===== config.mk =====
export PLATFORM = sky130hd
export DESIGN_NAME = bwu_front
export DESIGN_NICKNAME = d
export VERILOG_FILES = /design/src/hw/rtl/bwu_pkg.sv /design/src/hw/rtl/bwu_front.sv
export SDC_FILE = /design/constraint.sdc
export NUM_CORES = 1
export LEC_CHECK = 0
export ABC_AREA = 1
export BUFFER_PORTS_ARGS = -buffer_cell sky130_fd_sc_hd__buf_2
export CAP_MARGIN = 30
export CORE_MARGIN = 5
export CORE_UTILIZATION = 33
export CTS_CLUSTER_SIZE = 25
export DETAILED_ROUTE_END_ITERATION = 10
export PLACE_DENSITY_LB_ADDON = 0.08
export SLEW_MARGIN = 5
export SYNTH_ARGS = -nofsm -noshare
export SYNTH_HDL_FRONTEND = slang
export SYNTH_SLANG_ARGS = --single-unit

===== constraint.sdc =====
create_clock -name clk -period 5.4 [get_ports clk]
set_input_delay 0.54 -clock clk [delete_from_list [all_inputs] [get_ports clk]]
set_output_delay 0.54 -clock clk [all_outputs]
set_load 0.01 [all_outputs]

===== src/hw/rtl/bwu_pkg.sv =====
`default_nettype none
package bwu_pkg;
  localparam int BREAK_SLOTS_DEF = 64;
  localparam int WATCH_SLOTS_DEF = 32;
  localparam int MAX_WATCH_LEN_DEF = 256;
  localparam int WLEN_W = 12;

  typedef enum logic [3:0] {
    CMD_ATTACH   = 4'd0,
    CMD_DETACH   = 4'd1,
    CMD_BREAK    = 4'd2,
    CMD_CONTINUE = 4'd3,
    CMD_STEP     = 4'd4,
    CMD_INSERT   = 4'd5,
    CMD_REMOVE   = 4'd6,
    CMD_INSTR    = 4'd7,
    CMD_ACCESS   = 4'd8,
    CMD_QUERY    = 4'd9,
    CMD_NONE     = 4'd10
  } cmd_t;

  localparam logic [1:0] ST_OK      = 2'd0;
  localparam logic [1:0] ST_FULL    = 2'd1;
  localparam logic [1:0] ST_BADLEN  = 2'd2;
  localparam logic [1:0] ST_BADTYPE = 2'd3;

  // One classified item as it travels from front to back
  typedef struct packed {
    cmd_t        cmd;
    logic [31:0] address;
    logic [11:0] length;
    logic        is_brk;     // breakpoint table target
    logic [1:0]  kind;       // watch kind 1 write, 2 read, 3 access
    logic [1:0]  pre_status; // bad length or bad type decided up front
    logic        write_op;
  } item_t;

  function automatic cmd_t decode_cmd(input logic [3:0] c);
    cmd_t r;
    r = CMD_NONE;
    unique case (c)
      4'd0: r = CMD_ATTACH;
      4'd1: r = CMD_DETACH;
      4'd2: r = CMD_BREAK;
      4'd3: r = CMD_CONTINUE;
      4'd4: r = CMD_STEP;
      4'd5: r = CMD_INSERT;
      4'd6: r = CMD_REMOVE;
      4'd7: r = CMD_INSTR;
      4'd8: r = CMD_ACCESS;
      4'd9: r = CMD_QUERY;
      default: r = CMD_NONE;
    endcase
    return r;
  endfunction
endpackage
`default_nettype wire


===== src/hw/rtl/bwu_front.sv =====
`default_nettype none
module bwu_front import bwu_pkg::*; #(
  parameter int MAX_WATCH_LEN = MAX_WATCH_LEN_DEF
) (
  input  wire logic        clk,
  input  wire logic        rst,
  input  wire logic        push,
  output      logic        full,
  input  wire logic [3:0]  command,
  input  wire logic [31:0] address,
  input  wire logic [11:0] length,
  input  wire logic [3:0]  point_type,
  input  wire logic        write_op,
  output      logic        q_valid,
  output      item_t       q_item,
  input  wire logic        q_take
);
  // Two-entry queue between front and back
  item_t       slot [2];
  logic        rd_ptr, wr_ptr;
  logic [1:0]  count;
  item_t       cls;
  logic        do_push, do_pop;

  always_comb begin
    cls = '0;
    cls.cmd      = decode_cmd(command);
    cls.address  = address;
    cls.length   = length;
    cls.write_op = write_op;
    cls.is_brk   = (point_type <= 4'd1);
    cls.kind     = 2'(point_type - 4'd1);
    if (point_type > 4'd4) begin
      cls.pre_status = ST_BADTYPE;
    end else if (!cls.is_brk &&
                 (length == '0 || length > WLEN_W'(MAX_WATCH_LEN))) begin
      cls.pre_status = ST_BADLEN;
    end else begin
      cls.pre_status = ST_OK;
    end
  end

  assign full    = (count == 2'd2);
  assign do_push = push && !full;
  assign do_pop  = q_take && q_valid;
  assign q_valid = (count != 2'd0);
  assign q_item  = slot[rd_ptr];

  always_ff @(posedge clk) begin
    if (do_push) slot[wr_ptr] <= cls;
    if (rst) begin
      rd_ptr <= 1'b0;
      wr_ptr <= 1'b0;
      count  <= 2'd0;
    end else begin
      if (do_push) wr_ptr <= ~wr_ptr;
      if (do_pop) rd_ptr <= ~rd_ptr;
      count <= count + 2'(do_push) - 2'(do_pop);
    end
  end
endmodule
`default_nettype wire


# --- Yosys cells after proc, flatten, opt, wreduce, memory -nomap -nowiden ---
# Memories as Yosys holds them, arrays and structs flattened. A register that Yosys moved wholly into a read port is not among the register bits.
# Cells that the tools add are included.
op_classes:
  n_bitwise: 2
  n_addsub: 3
  mux: 6
  n_eq_ne: 1
  reduce_logical: 8
  n_lt_le_gt_ge: 3
op_table:
  columns: ["op", "count"]
  rows:
  - ["12-bit by 9-bit > comparator with 1-bit output, second input constant", 1]
  - ["12-bit zero test", 1]
  - ["4-bit by 3-bit > comparator with 1-bit output, second input constant", 1]
  - ["4-bit by 1-bit <= comparator with 1-bit output, second input constant", 1]
  - ["1-bit 2-to-1 mux", 4]
  - ["2-bit 2-to-1 mux", 2]
  - ["1-bit logical AND", 3]
  - ["2-bit by 1-bit adder with 2-bit output", 1]
  - ["2-bit equality test, second input constant", 1]
  - ["1-bit zero test", 2]
  - ["1-bit inverter", 2]
  - ["2-bit nonzero test", 1]
  - ["2-bit by 1-bit subtractor with 2-bit output", 1]
  - ["2-bit by 1-bit subtractor with 2-bit output, second input constant", 1]
  - ["1-bit logical OR", 1]
totals:
  ramBits: 108
  output_inout_bits: 56
  input_bits: 57
  word_cells: 28
  rom_bits: 64
  regBits: 4
  n_memories: 2
mem_list:
  columns: ["name", "depth", "width", "rd", "rd_clocked_by_memory_dff", "wr", "line", "source"]
  rows:
  - ["slot", 2, 54, 1, 1, 1, "bwu_front.sv:19", "item_t slot [2];"]
  - ["(no name shown)", 16, 4, 1, 0, 0, "bwu_pkg.sv:41", "unique case (c)"]

# --- Logic depth before layout (Yosys ltp) ---
depth:
  depth_word: 5
  ltp_mapped: 9
  depth_no_buf: 9

# --- Least setup slack after synthesis ---
# OpenSTA, ideal clock, no wires.
synth_path:
  path_kind: "input to register"
  start: "input port push"
  end: "memory slot[1][0] in the netlist's numbering, enable pin"
  t_arrival_ns: 2.932
  setup_time_ns: 0.469
  path_buffers: 0
  path_stages: 2
  slack_ns: 1.999
  t_required_ns: 4.931
  path_cell_list: "o21ai_2 > nor2_1"
synth_between:
  elab_chain_len: 3
synth_rtl:
  columns: ["element", "line", "source"]
  rows:
  - ["start, declared", "bwu_front.sv:7", "input wire logic push,"]
  - ["1-bit logical AND", "bwu_front.sv:44", "assign do_push = push && !full;"]
  - ["1-bit 2-to-1 mux", "bwu_front.sv:50", "if (do_push) slot[wr_ptr] <= cls;"]
  - ["1-bit 2-to-1 mux (not written as such)", "bwu_front.sv:50", null]
  - ["end, declared", "bwu_front.sv:19", null]
# No other way between the ends.

==> results by group <==
Setup path
  – Crit path max fanout: 39
  – Crit start category: flip-flop
  – CP endpoint kind: output port
  – Arr. time, crit path: 1.81 ns
  – Critical path data required time: 4.86 ns
  – Worst r2r src: count[1]
  – Crit Path Class: reg2out

GRT
  – GRT Util Overall: a little over a tenth
  – Initial antenna violation count: 2
  – First-pass GRT wire length: 12400 microns
  – Vias in the first global route: 2408
  – Grt ovf: 0
  – Largest net degree at the start of global routing: 56

Timing
  – Setup TNS: 0 ns
  – Slew HR: between 40% and 50%
  – Fin Clk Skew: 0.00340 ns
  – Period utilization: 43.6%
  – Crit path time final: 2.35 ns
  – Max Freq: 425 MHz
  – Slew @ Worst Pin: 0.779 ns
  – Unrepaired setup endpoints after global routing: no
  – Hold Fails Final Rpt: 0
  – Final setup viols: 0
  – Count of final max-slew check failures: 0

Logic synthesis
  – Post-synth design cell area: 4500 sq um
  – Multiplexer area fraction after synthesis: between 10% and 20%
  – Yosys warnings: 0
  – XOR/XNOR share of the synthesized area: 0.195%
  – #FFs+latches synth: 113
  – Post-synthesis adder-cell area fraction: ~1.1%
  – Yosys cell types: 21
  – Post-Syn Nets: 289
  – Largest family of logic cells by synthesized area: multiplexers
  – Syn avg cell area: 19.7 sq um
  – Mapped Cells: 228
  – Register area share after synthesis: 74.4%
  – Synth Area in Compound Gates: 1.14%
  – Post-synthesis simple-gate area fraction: 2.81%

Place
  – Hpwl dp: 5280 microns
  – Routability cong.: 0.669
  – Cell Area, Placed: 5270 sq um
  – Port buffer count: roughly 110

Job
  – Total of max-cap violations: 0

Detailed routing
  – Vias: 2311
  – Vias per cell: 4.28
  – Routed wire length: about 8400 microns
  – Post-DRT Antenna Nets: 0
  – DR WL/cell: 15.5 microns
  – 1st-iter DRT viols: 110
  – TritonRoute pass-1 iters: 4
  – DRC: 0

Die
  – Ports: 113
  – Area of the die: 16100 sq um
  – Core ar.: approximately 13000 sq um
  – Rows: 42
  – Die Height: 127 microns
  – Initial Util: approximately a third
  – Die width: 127 microns

Layout
  – Final net count: around 420
  – Share of layout cells above drive strength 1: 53.3%
  – Final instance area: 5730 sq um
  – Ant diodes: 0
  – FILL cells: about 1.2k
  – Layout area overhead: 27.6%

Power
  – Worst IR Drop VDD: 0.303 mV
  – Leak pwr: about 2.3 nW
  – Power per Cell Area: 474 nW/um^2

Clock network
  – Hold-fix buffers at CTS: 0
  – CTS clk-pin slew, worst paths: 0.05 ns
  – CTS resizes: 0
  – CTS tree: yes
  – Post-CTS setup buffers: 0
  – Worst-Skew Late Latency: 0.40 ns
  – CTS buffer count: 17
  – Clock net sink count: between 100 and 150
  – H-tree level count: 4
  – Root cell of the clock tree: clkbuf_16
  – CTS Buffer Depth: 2

Outcome
  – Status: finished clean

Worst hold path
  – HP Start: address[31]
  – Hold WC Path Type: in2reg
## state kept, by name, summed over array words and instances, names as in the netlist, named ones only
| name | count |
|---|---|
| slot | 108 |
| rd_ptr | 1 |
| wr_ptr | 1 |
| count | 2 |
## Yosys cell counts, drive strengths merged
cell    number  share of area, %
dfxtp        5               2.2
o21bai       1              0.17
edfxtp     108                72
mux2        54                18
ha           4               1.1
o21ai        4              0.53
xnor2        1              0.19
nand3        1              0.11
nor3         1              0.11
nor2        12               1.0
or2          2              0.33
inv         14               1.2
a21oi        4              0.45
nand2        9              0.81
buf          6               1.5
nor3b        2              0.45
## critical path, stage by stage (launching register included)
cell	delay [ns]
dfxtp_4	0.56
buf_16	0.32
mux2_2	0.38
buf_2	0.14
## where the power goes
| part | leakage, nW | internal [mW] | switching, mW |
|---|---|---|---|
| clock network | 0.225 | 0.562 | 0.321 |
| registers | 1.05 | 1.12 | 0.0542 |
| logic | 1.01 | 0.339 | 0.322 |
| total | 2.28 | 2.02 | 0.696 |
## path summary, 6_finish.rpt
check,endpoint,slack [ns],cells after the start
setup / recovery,q_item[52],3.05,3
hold / removal,slot[0][49],0.33,1
setup reg to reg,slot[1][18],3.70,4
hold reg to reg,flip-flop,0.47,2
## cells in the final DEF (no fill, tap or decap), drive strengths merged
cell / count
nand3: 1
a21oi: 4
inv: 14
clkbuf: 23
o21bai: 1
ha: 4
o21ai: 4
buf: 115
edfxtp: 108
clkinv: 4
nor2: 12
nand2: 9
or2: 2
xnor2: 1
nor3: 1
dfxtp: 5
nor3b: 2
mux2: 54
## per-layer routing
metal | wire length [microns] | track usage, % | part of all wire [%] | vias up
li1 | - | - | - | 1111
met1 | 3590 | 12.7 | 43 | 1092
met2 | 3860 | 15.5 | 46 | 90
met3 | 763 | 6.05 | 9.1 | 14
met4 | 151 | 5.87 | 1.8 | 4
met5 | 21 | 0 | 0.25 | -
## metrics by stage
step	worst slack (ns)	total power, mW	utilization (%)	hold slack, ns	cells
6_report	3.05	2.72	43.1	0.326	540
3_5_place_dp	3.43	1.88	39.6	0.473	513
2_1_floorplan	2.00	1.65	-	0.454	228
5_1_grt	2.94	2.87	43.1	0.300	540
4_1_cts	2.98	2.78	43.1	0.293	540
3_3_place_gp	3.20	1.87	39.4	0.460	512
## area by class of cell
cell class                 count  area, sq um  share of cell area, %
inverter                      14         52.6                  0.916
timing repair buffer         115          603                   10.5
clock buffer                  23          448                   7.81
tap                          176          220                   3.84
multi-input combinational     95         1050                   18.3
sequential                   113         3350                   58.4
clock inverter                 4         16.3                  0.284
## cells by family (layout without fill, tap and decap cells)
family                     Yosys count  count (layout)
AOI/OAI and AO/OA                    9               9
xor gates and xnor gates             1               1
adders and majority gates            4               4
buffers and inverters               20             156
DFF                                113             113
muxes                               54              54
and+or+nand+nor                     27              27
(Power assumes the default switching activity.)
